## src/rtl/core/fltcm_pkg.sv

```systemverilog
// Shared widths, constants and types of the filtered temperature color map.
`timescale 1ns / 1ps

package fltcm_pkg;

  localparam int TEMP_W   = 13;
  localparam int DIV_W    = 10;
  localparam int LEVEL_W  = 10;
  localparam int MODE_W   = 2;
  localparam int PERIOD_W = 7;
  localparam int NUM_W    = 25;
  localparam int MAG_W    = 24;
  localparam int CNT_W    = $clog2(MAG_W);

  localparam int MODE_COUNT = 3;

  localparam logic [MODE_W-1:0] MD_NORMAL   = 2'd0;
  localparam logic [MODE_W-1:0] MD_EXTENDED = 2'd1;
  localparam logic [MODE_W-1:0] MD_SWEEP    = 2'd2;

  localparam logic [PERIOD_W-1:0] PERIOD_NORMAL = 7'd100;
  localparam logic [PERIOD_W-1:0] PERIOD_SWEEP  = 7'd1;

  localparam logic [DIV_W-1:0]   ALPHA_RESET = 10'd40;
  localparam logic [LEVEL_W-1:0] LEVEL_MAX   = 10'd1000;
  localparam logic [LEVEL_W-1:0] LEVEL_ZERO  = 10'd0;

  localparam int TEMP_POS_LIMIT = 4095;
  localparam int TEMP_NEG_LIMIT = 4096;

  localparam logic signed [TEMP_W-1:0] TEMP_MIN = 13'sh1000;
  localparam logic signed [TEMP_W-1:0] TEMP_MAX = 13'sh0fff;

  typedef enum logic [2:0] {
    ST_IDLE,
    ST_START,
    ST_DIV,
    ST_SAT,
    ST_FINISH
  } state_e;

  typedef struct packed {
    logic busy;
    logic done;
  } div_stat_t;

endpackage

```

## src/rtl/core/fltcm_in_if.sv

```systemverilog
// Input channel: temperature sample and button level.
`timescale 1ns / 1ps

interface fltcm_in_if import fltcm_pkg::*; ();
  logic                     valid;
  logic                     ready;
  logic signed [TEMP_W-1:0] temperature_sample;
  logic                     button_level;

  modport source (output valid, output temperature_sample, output button_level, input ready);
  modport sink   (input valid, input temperature_sample, input button_level, output ready);
endinterface

```

## src/rtl/core/fltcm_out_if.sv

```systemverilog
// Output channel: color levels, mode, tick period and smoothed temperature.
`timescale 1ns / 1ps

interface fltcm_out_if import fltcm_pkg::*; ();
  logic                     valid;
  logic                     ready;
  logic [LEVEL_W-1:0]       red_level;
  logic [LEVEL_W-1:0]       green_level;
  logic [LEVEL_W-1:0]       blue_level;
  logic                     color_valid;
  logic [MODE_W-1:0]        mode_now;
  logic [PERIOD_W-1:0]      tick_period_ms;
  logic signed [TEMP_W-1:0] smoothed_temperature;

  modport source (output valid, output red_level, output green_level, output blue_level,
                  output color_valid, output mode_now, output tick_period_ms,
                  output smoothed_temperature, input ready);
  modport sink   (input valid, input red_level, input green_level, input blue_level,
                  input color_valid, input mode_now, input tick_period_ms,
                  input smoothed_temperature, output ready);
endinterface

```

## src/rtl/core/fltcm_divider.sv

```systemverilog
// Restoring divider, one quotient bit per cycle.
`timescale 1ns / 1ps

module fltcm_divider import fltcm_pkg::*; (
  input  logic             clk_i,
  input  logic             rst_ni,
  input  logic             start_i,
  input  logic [MAG_W-1:0] dividend_i,
  input  logic [DIV_W-1:0] divisor_i,
  output div_stat_t        stat_o,
  output logic [MAG_W-1:0] quotient_o
);

  logic [DIV_W-1:0] divisor_q;
  logic [DIV_W-1:0] rem_q, rem_d;
  logic [MAG_W-1:0] quo_q, quo_d;
  logic [CNT_W-1:0] cnt_q;
  logic             busy_q, done_q;
  logic [DIV_W:0]   rem_shift;
  logic [DIV_W:0]   rem_sub;
  logic             fits;

  always_comb begin
    rem_shift = {rem_q, quo_q[MAG_W-1]};
    fits      = rem_shift >= {1'b0, divisor_q};
    rem_sub   = rem_shift - {1'b0, divisor_q};
    rem_d     = fits ? rem_sub[DIV_W-1:0] : rem_shift[DIV_W-1:0];
    quo_d     = {quo_q[MAG_W-2:0], fits};
  end

  always_ff @(posedge clk_i or negedge rst_ni) begin
    if (!rst_ni) begin
      busy_q <= 1'b0;
      done_q <= 1'b0;
      cnt_q  <= '0;
    end else begin
      done_q <= 1'b0;
      if (start_i) begin
        busy_q <= 1'b1;
        cnt_q  <= '0;
      end else if (busy_q) begin
        cnt_q <= cnt_q + 1'b1;
        if (cnt_q == CNT_W'(MAG_W - 1)) begin
          busy_q <= 1'b0;
          done_q <= 1'b1;
        end
      end
    end
  end

  always_ff @(posedge clk_i) begin
    if (start_i) begin
      divisor_q <= divisor_i;
      rem_q     <= '0;
      quo_q     <= dividend_i;
    end else if (busy_q) begin
      rem_q <= rem_d;
      quo_q <= quo_d;
    end
  end

  assign stat_o.busy = busy_q;
  assign stat_o.done = done_q;
  assign quotient_o  = quo_q;

endmodule

```

## src/rtl/core/fltcm_ramp.sv

```systemverilog
// Eight-segment piecewise-linear color ramp over the smoothed temperature.
`timescale 1ns / 1ps

module fltcm_ramp import fltcm_pkg::*; (
  input  logic signed [TEMP_W-1:0] temp_i,
  output logic [LEVEL_W-1:0]       red_o,
  output logic [LEVEL_W-1:0]       green_o,
  output logic [LEVEL_W-1:0]       blue_o
);

  localparam logic signed [TEMP_W-1:0] T_N400 = -13'sd400;
  localparam logic signed [TEMP_W-1:0] T_N200 = -13'sd200;
  localparam logic signed [TEMP_W-1:0] T_0    = 13'sd0;
  localparam logic signed [TEMP_W-1:0] T_200  = 13'sd200;
  localparam logic signed [TEMP_W-1:0] T_400  = 13'sd400;
  localparam logic signed [TEMP_W-1:0] T_600  = 13'sd600;
  localparam logic signed [TEMP_W-1:0] T_800  = 13'sd800;

  function automatic logic [LEVEL_W-1:0] times5(input logic signed [TEMP_W-1:0] d);
    logic [7:0] x;
    x = d[7:0];
    return {x, 2'b00} + {2'b00, x};
  endfunction

  logic signed [TEMP_W-1:0] d_n200_t, d_0_t, d_200_t, d_t_200, d_400_t, d_t_400, d_t_600;

  always_comb begin
    d_n200_t = T_N200 - temp_i;
    d_0_t    = T_0 - temp_i;
    d_200_t  = T_200 - temp_i;
    d_t_200  = temp_i - T_200;
    d_400_t  = T_400 - temp_i;
    d_t_400  = temp_i - T_400;
    d_t_600  = temp_i - T_600;

    priority if (temp_i < T_N400) begin
      red_o = LEVEL_MAX;          green_o = LEVEL_MAX;          blue_o = LEVEL_MAX;
    end else if (temp_i < T_N200) begin
      red_o = LEVEL_MAX;          green_o = times5(d_n200_t);   blue_o = LEVEL_MAX;
    end else if (temp_i < T_0) begin
      red_o = times5(d_0_t);      green_o = LEVEL_ZERO;         blue_o = LEVEL_MAX;
    end else if (temp_i < T_200) begin
      red_o = LEVEL_ZERO;         green_o = times5(temp_i);     blue_o = times5(d_200_t);
    end else if (temp_i < T_400) begin
      red_o = times5(d_t_200);    green_o = times5(d_400_t);    blue_o = LEVEL_ZERO;
    end else if (temp_i < T_600) begin
      red_o = LEVEL_MAX;          green_o = LEVEL_ZERO;         blue_o = times5(d_t_400);
    end else if (temp_i < T_800) begin
      red_o = LEVEL_MAX;          green_o = times5(d_t_600);    blue_o = LEVEL_MAX;
    end else begin
      red_o = LEVEL_MAX;          green_o = LEVEL_MAX;          blue_o = LEVEL_MAX;
    end
  end

endmodule

```

## src/rtl/core/filtered_temperature_color_map.sv

```systemverilog
// Top level: exponential temperature filter, mode sequencer and color ramp.
// Sequence: idle takes the input beat, then start, divide, saturate and finish load the result beat.
// Items are handled one at a time, each through the 24-step serial divider.
// Ready stays low from the input beat until the result is loaded.
// The result register lets the next input beat in while a result waits.
// Reset: filter 0, mode normal, button released, divisor 40, no result pending.
`timescale 1ns / 1ps

module filtered_temperature_color_map import fltcm_pkg::*; (
  input  logic             clk_i,
  input  logic             rst_ni,
  input  logic             cfg_we_i,
  input  logic [DIV_W-1:0] cfg_wdata_i,
  fltcm_in_if.sink         in_chan,
  fltcm_out_if.source      out_chan
);

  state_e state_q, state_d;

  logic [DIV_W-1:0]         alpha_q;
  logic [DIV_W-1:0]         divisor_q;
  logic signed [NUM_W-1:0]  num_q;
  logic                     press_q;
  logic signed [TEMP_W-1:0] filtered_q, filtered_d;
  logic                     btn_was_q;
  logic [MODE_W-1:0]        mode_q, mode_d, mode_cur;

  logic                     res_valid_q;
  logic [LEVEL_W-1:0]       red_q, green_q, blue_q;
  logic                     color_valid_q;
  logic [MODE_W-1:0]        mode_out_q;
  logic [PERIOD_W-1:0]      period_q;
  logic signed [TEMP_W-1:0] smooth_q;

  logic                     accept;
  logic                     div_start;
  logic                     load_res;
  logic                     filt_we;
  logic [DIV_W-1:0]         alpha_eff;
  logic signed [NUM_W-1:0]  op_a, op_b, smp_ext, num_d, num_neg;
  logic [MAG_W-1:0]         dividend;
  logic [MAG_W-1:0]         quotient;
  div_stat_t                div_stat;
  logic [LEVEL_W-1:0]       ramp_r, ramp_g, ramp_b;
  logic                     sweep;

  fltcm_divider u_div (
    .clk_i      (clk_i),
    .rst_ni     (rst_ni),
    .start_i    (div_start),
    .dividend_i (dividend),
    .divisor_i  (divisor_q),
    .stat_o     (div_stat),
    .quotient_o (quotient)
  );

  fltcm_ramp u_ramp (
    .temp_i  (filtered_q),
    .red_o   (ramp_r),
    .green_o (ramp_g),
    .blue_o  (ramp_b)
  );

  always_comb begin
    alpha_eff = (alpha_q == '0) ? DIV_W'(1) : alpha_q;
    op_a      = $signed({{(NUM_W-DIV_W){1'b0}}, alpha_eff - DIV_W'(1)});
    op_b      = {{(NUM_W-TEMP_W){filtered_q[TEMP_W-1]}}, filtered_q};
    smp_ext   = {{(NUM_W-TEMP_W){in_chan.temperature_sample[TEMP_W-1]}},
                 in_chan.temperature_sample};
    num_d     = op_a * op_b + smp_ext;
    num_neg   = -num_q;
    dividend  = num_q[NUM_W-1] ? num_neg[MAG_W-1:0] : num_q[MAG_W-1:0];
  end

  always_comb begin
    if (num_q[NUM_W-1]) begin
      if (quotient > MAG_W'(TEMP_NEG_LIMIT)) begin
        filtered_d = TEMP_MIN;
      end else begin
        filtered_d = -$signed(quotient[TEMP_W-1:0]);
      end
    end else begin
      if (quotient > MAG_W'(TEMP_POS_LIMIT)) begin
        filtered_d = TEMP_MAX;
      end else begin
        filtered_d = $signed(quotient[TEMP_W-1:0]);
      end
    end
  end

  always_comb begin
    mode_cur = (mode_q >= MODE_W'(MODE_COUNT)) ? MD_NORMAL : mode_q;
    mode_d   = mode_cur;
    if (press_q && !btn_was_q) begin
      mode_d = (mode_cur + MODE_W'(1) >= MODE_W'(MODE_COUNT)) ? MD_NORMAL
                                                              : mode_cur + MODE_W'(1);
    end
    sweep = (mode_d == MD_SWEEP);
  end

  always_comb begin
    state_d   = state_q;
    div_start = 1'b0;
    load_res  = 1'b0;
    filt_we   = 1'b0;
    in_chan.ready = 1'b0;
    unique case (state_q)
      ST_IDLE: begin
        in_chan.ready = 1'b1;
        if (in_chan.valid) begin
          state_d = ST_START;
        end
      end
      ST_START: begin
        div_start = 1'b1;
        state_d   = ST_DIV;
      end
      ST_DIV: begin
        if (div_stat.done) begin
          state_d = ST_SAT;
        end
      end
      ST_SAT: begin
        filt_we = 1'b1;
        state_d = ST_FINISH;
      end
      ST_FINISH: begin
        if (!res_valid_q || out_chan.ready) begin
          load_res = 1'b1;
          state_d  = ST_IDLE;
        end
      end
      default: state_d = ST_IDLE;
    endcase
  end

  assign accept = in_chan.valid && in_chan.ready;

  always_ff @(posedge clk_i or negedge rst_ni) begin
    if (!rst_ni) begin
      state_q     <= ST_IDLE;
      alpha_q     <= ALPHA_RESET;
      filtered_q  <= '0;
      btn_was_q   <= 1'b0;
      mode_q      <= MD_NORMAL;
      res_valid_q <= 1'b0;
    end else begin
      state_q <= state_d;
      if (cfg_we_i) begin
        alpha_q <= cfg_wdata_i;
      end
      if (filt_we) begin
        filtered_q <= filtered_d;
      end
      if (load_res) begin
        btn_was_q   <= press_q;
        mode_q      <= mode_d;
        res_valid_q <= 1'b1;
      end else if (out_chan.ready) begin
        res_valid_q <= 1'b0;
      end
    end
  end

  always_ff @(posedge clk_i) begin
    if (accept) begin
      num_q     <= num_d;
      press_q   <= in_chan.button_level;
      divisor_q <= alpha_eff;
    end
    if (load_res) begin
      red_q         <= sweep ? LEVEL_ZERO : ramp_r;
      green_q       <= sweep ? LEVEL_ZERO : ramp_g;
      blue_q        <= sweep ? LEVEL_ZERO : ramp_b;
      color_valid_q <= !sweep;
      mode_out_q    <= mode_d;
      period_q      <= sweep ? PERIOD_SWEEP : PERIOD_NORMAL;
      smooth_q      <= filtered_q;
    end
  end

  assign out_chan.valid                = res_valid_q;
  assign out_chan.red_level            = red_q;
  assign out_chan.green_level          = green_q;
  assign out_chan.blue_level           = blue_q;
  assign out_chan.color_valid          = color_valid_q;
  assign out_chan.mode_now             = mode_out_q;
  assign out_chan.tick_period_ms       = period_q;
  assign out_chan.smoothed_temperature = smooth_q;

  a_idle_div_quiet: assert property (@(posedge clk_i) disable iff (!rst_ni)
    state_q == ST_IDLE |-> !div_stat.busy)
    else $error("divider busy while sequencer idle");

  a_done_in_div: assert property (@(posedge clk_i) disable iff (!rst_ni)
    div_stat.done |-> state_q == ST_DIV)
    else $error("divider finished outside the divide state");

  a_beat_blocks: assert property (@(posedge clk_i) disable iff (!rst_ni)
    accept |=> !in_chan.ready)
    else $error("input beat taken while an item is in progress");

  a_levels_in_range: assert property (@(posedge clk_i) disable iff (!rst_ni)
    res_valid_q |-> red_q <= LEVEL_MAX && green_q <= LEVEL_MAX && blue_q <= LEVEL_MAX)
    else $error("color level above full scale");

  a_invalid_means_sweep: assert property (@(posedge clk_i) disable iff (!rst_ni)
    res_valid_q && !color_valid_q |-> mode_out_q == MD_SWEEP && period_q == PERIOD_SWEEP)
    else $error("color flagged invalid outside sweep mode");

endmodule

```

## src/flat_wrapper.sv

```systemverilog
// flat-port wrapper written by rule: the top's interface ports become plain ports
module filtered_temperature_color_map_flat import fltcm_pkg::*;
  (clk_i, rst_ni, cfg_we_i, cfg_wdata_i, in_chan_valid, in_chan_temperature_sample, in_chan_button_level, in_chan_ready, out_chan_valid, out_chan_red_level, out_chan_green_level, out_chan_blue_level, out_chan_color_valid, out_chan_mode_now, out_chan_tick_period_ms, out_chan_smoothed_temperature, out_chan_ready);
  fltcm_in_if in_chan_i ();
  fltcm_out_if out_chan_i ();
  input  logic clk_i;
  input  logic rst_ni;
  input  logic cfg_we_i;
  input  logic [DIV_W-1:0] cfg_wdata_i;
  input wire logic [$bits(in_chan_i.valid)-1:0] in_chan_valid;
  input wire logic [$bits(in_chan_i.temperature_sample)-1:0] in_chan_temperature_sample;
  input wire logic [$bits(in_chan_i.button_level)-1:0] in_chan_button_level;
  output wire logic [$bits(in_chan_i.ready)-1:0] in_chan_ready;
  output wire logic [$bits(out_chan_i.valid)-1:0] out_chan_valid;
  output wire logic [$bits(out_chan_i.red_level)-1:0] out_chan_red_level;
  output wire logic [$bits(out_chan_i.green_level)-1:0] out_chan_green_level;
  output wire logic [$bits(out_chan_i.blue_level)-1:0] out_chan_blue_level;
  output wire logic [$bits(out_chan_i.color_valid)-1:0] out_chan_color_valid;
  output wire logic [$bits(out_chan_i.mode_now)-1:0] out_chan_mode_now;
  output wire logic [$bits(out_chan_i.tick_period_ms)-1:0] out_chan_tick_period_ms;
  output wire logic [$bits(out_chan_i.smoothed_temperature)-1:0] out_chan_smoothed_temperature;
  input wire logic [$bits(out_chan_i.ready)-1:0] out_chan_ready;
  assign in_chan_i.valid = in_chan_valid;
  assign in_chan_i.temperature_sample = in_chan_temperature_sample;
  assign in_chan_i.button_level = in_chan_button_level;
  assign in_chan_ready = in_chan_i.ready;
  assign out_chan_valid = out_chan_i.valid;
  assign out_chan_red_level = out_chan_i.red_level;
  assign out_chan_green_level = out_chan_i.green_level;
  assign out_chan_blue_level = out_chan_i.blue_level;
  assign out_chan_color_valid = out_chan_i.color_valid;
  assign out_chan_mode_now = out_chan_i.mode_now;
  assign out_chan_tick_period_ms = out_chan_i.tick_period_ms;
  assign out_chan_smoothed_temperature = out_chan_i.smoothed_temperature;
  assign out_chan_i.ready = out_chan_ready;
  filtered_temperature_color_map u_core (.clk_i(clk_i), .rst_ni(rst_ni), .cfg_we_i(cfg_we_i), .cfg_wdata_i(cfg_wdata_i), .in_chan(in_chan_i), .out_chan(out_chan_i));
endmodule
```

## config.mk

```make
export PLATFORM = sky130hd
export DESIGN_NAME = filtered_temperature_color_map_flat
export DESIGN_NICKNAME = d
export VERILOG_FILES = /design/src/rtl/core/fltcm_pkg.sv /design/src/rtl/core/fltcm_in_if.sv /design/src/rtl/core/fltcm_out_if.sv /design/src/rtl/core/fltcm_divider.sv /design/src/rtl/core/fltcm_ramp.sv /design/src/rtl/core/filtered_temperature_color_map.sv /design/src/flat_wrapper.sv
export SDC_FILE = /design/constraint.sdc
export NUM_CORES = 1
export LEC_CHECK = 0
export ABC_AREA = 1
export BUFFER_PORTS_ARGS = -buffer_cell sky130_fd_sc_hd__buf_4
export CELL_PAD_IN_SITES_DETAIL_PLACEMENT = 1
export CELL_PAD_IN_SITES_GLOBAL_PLACEMENT = 1
export CORE_MARGIN = 5
export CORE_UTILIZATION = 44
export CTS_BUF_LIST = sky130_fd_sc_hd__clkbuf_8
export CTS_CLUSTER_SIZE = 40
export DETAILED_ROUTE_END_ITERATION = 12
export PLACE_DENSITY_LB_ADDON = 0.1
export SLEW_MARGIN = 40
export SYNTH_ARGS = -nofsm -noshare
export SYNTH_HDL_FRONTEND = slang
export SYNTH_SLANG_ARGS = --single-unit
```

## constraint.sdc

```tcl
create_clock -name clk_i -period 6.06 [get_ports clk_i]
set_clock_uncertainty 0.05 [all_clocks]
set_input_delay 0.909 -clock clk_i [delete_from_list [all_inputs] [get_ports clk_i]]
set_output_delay 0.909 -clock clk_i [all_outputs]
set_load 0.05 [all_outputs]
```

==> reports/summary.txt <==
clock root cell - clkbuf_8
antenna violations before repair - 1
setup ws final - 0.157 ns
crit share post-route - 0.974
Chip Width - 204 um
Post-DRT Antenna Nets - 0
DRT Pass-1 Iters - 5
first-pass GRT wire length - 85.0 mm
status - finished, final reports clean
CTS max path bufs - 2
async set-reset flop share out of synthesis - 0.226
Hold WC Path Type - input port to async pin
DR vias - 14300
synth-to-layout area growth - 18.2%
post-route cell area - 0.0196 mm^2
fmax - 169 MHz
worst path arrival time - 6.12 ns
largest net degree at the start of global routing - 53
Yosys warning count - 0
DP Area - 0.0184 mm^2
MaxCap Viol Count - 0
Placer Congestion - 0.912
Seq cells post-synth - 164
Largest stage delay, worst path - 0.59 ns
H-tree levels - 4
Worst-path clk slew - 0.10 ns
ys flop type - edfxtp_1
most common cell in the synthesized netlist - nand2_1
die area - 0.0417 mm^2
drt total wl - 54.0 mm
initial core utilization - 0.443
I/O Buffers - 80
share of layout cells above drive strength 1 - 0.189
crit path time final - 5.90 ns
IO Pins - 84
crit path kind - flip-flop to flip-flop
setup_tns - 0 ns
pre-CTS setup slack - -0.345 ns
Worst-Margin Slew - 0.712 ns
cell taking the most area after synthesis - edfxtp_1
CTS tree - done
cell types occupying the most area after synthesis - edfxtp_1 21%, fa_1 17%, nand2_1 10%
Most Frequent Cell on Critical Path - fa_1
vias in the first global route - 15400
clock sink count - 164
syn avg cell area - 8.07 um^2
core area - 0.0374 mm^2
Critical Path RT - 6.27 ns
slew margin rel. - 0.525
Synth top area share - 0.212
max-slew violations - 0
worst skew pair latency - 0.54 ns
drt initial violations - 714
CTS Hold Buffers Added - 0
WL/cell - 19.7 um
cell area after synthesis - 0.0166 mm^2
Post-synth EDFFs - 117
detailed placer's ending HPWL - 43.8 mm
CTS Buf Count - 17
Distinct cells, synth - 57
final net count - 2504
ant diodes - 0
Syn Inst Count - 2054
final-report setup violation count - 0
Tot GR Track Use - 0.263
top cells by count, synth - 445 x nand2_1, 384 x inv_1, 164 x nor2_1
Slowest cell on crit path - fa_2
sequential area share after synthesis - 0.280
crit start category - flip-flop
top fanout value on the critical path - 5
Remaining Overflow, GRT - 0
vias per cell - 5.23
drt drc - 0
# rows - 71
Die H - 204 um
endpoints failing hold - 0
Crit. End Element - flip-flop
-- critical path: cells and delay by family, from the launching register on --
kind	cells	cell delay [ns]
and+or+nand+nor	13	1.30
xor gates and xnor gates	1	0.07
DFF	1	0.55
adders and majority gates	7	3.27
buffers and inverters	5	0.40
-- layout make-up --
| type | count | area [um^2] |
|---|---|---|
| well taps | 511 | 639 |
| inverters | 398 | 1520 |
| flip-flops and latches | 164 | 4640 |
| repair buffers | 199 | 1570 |
| clock buffers | 17 | 234 |
| multi-input cells | 1432 | 10800 |
| fillers | 4515 | 17800 |
| clock inverters | 15 | 165 |
-- placed cells by master (no fill, tap or decap), types with 35 or more instances in the layout --
cell      instances
a21oi_1          89
buf_4           189
dfrtp_1          35
edfxtp_1        117
fa_1            136
ha_1            104
inv_1           362
nand2_1         417
nand3_1          94
nor2_1          144
o21ai_0          89
xor2_1           54
-- routing by layer --
metal | part of all wire | global-route usage | up-vias
met3 | 0.030 | 0.0271 | 96
met5 | 0 | 0 | -
li1 | - | - | 6809
met4 | 0.040 | 0.101 | 0
met2 | 0.50 | 0.462 | 271
met1 | 0.43 | 0.336 | 7138
-- cell families after synthesis --
kind of cell | count (synthesis) | share of synthesized area
AND/OR/NAND/NOR | 796 | 0.204
adder cells (fa/ha/maj) | 263 | 0.262
XOR/XNOR | 91 | 0.0485
flip-flops | 164 | 0.280
AO/OA/AOI/OAI | 276 | 0.0926
multiplexers | 3 | 0.00196
other | 1 | 0.000226
buffers and inverters | 460 | 0.110
-- worst paths after layout --
kind / slack (ns) / from / endpoint / depth (start not counted)
max in group asynchronous: 5.28 / rst_ni / u_core.alpha_q[5] / 1
worst min register to register: 0.38 / u_core.divisor_q[8] / u_core.u_div.divisor_q[8] / 0
worst max-delay path: 0.16 / u_core.alpha_q[5] / u_core.num_q[24] / 26
worst max register to register: 0.16 / u_core.alpha_q[5] / u_core.num_q[24] / 26
worst min-delay path: 0.30 / rst_ni / u_core.out_chan.valid / 1
min in group clk_i: 0.38 / u_core.divisor_q[8] / u_core.u_div.divisor_q[8] / 0
-- timing repair --
item,in CTS,in global routing
pin swaps,29,106
buffers inserted,3,9
endpoints found under the setup margin,15,16
resized for setup,68,107
-- state kept, by name (all words and copies together) (netlist names), 10 cells and up --
register and cells:
u_core.u_div.divisor_q 10, u_core.num_q 25, u_core.out_chan.green_level 10, u_core.filtered_q 13, u_core.u_div.quotient_o 24, u_core.divisor_q 10
u_core.out_chan.blue_level 10, u_core.out_chan.smoothed_temperature 13, u_core.out_chan.red_level 10, u_core.alpha_q 10, u_core.u_div.rem_q 10
-- through the flow --
step,instances,hold slack (ns),utilization
floorplan,2056,0.350,-
global placement,2694,0.354,0.492
detailed placement,2694,0.357,0.492
CTS,2728,0.286,0.513
global route,2736,0.311,0.524
finish,2736,0.301,0.524
Power is not shown: default switching activity piles up to over one toggle a cycle in this logic, so the estimate is an artifact.
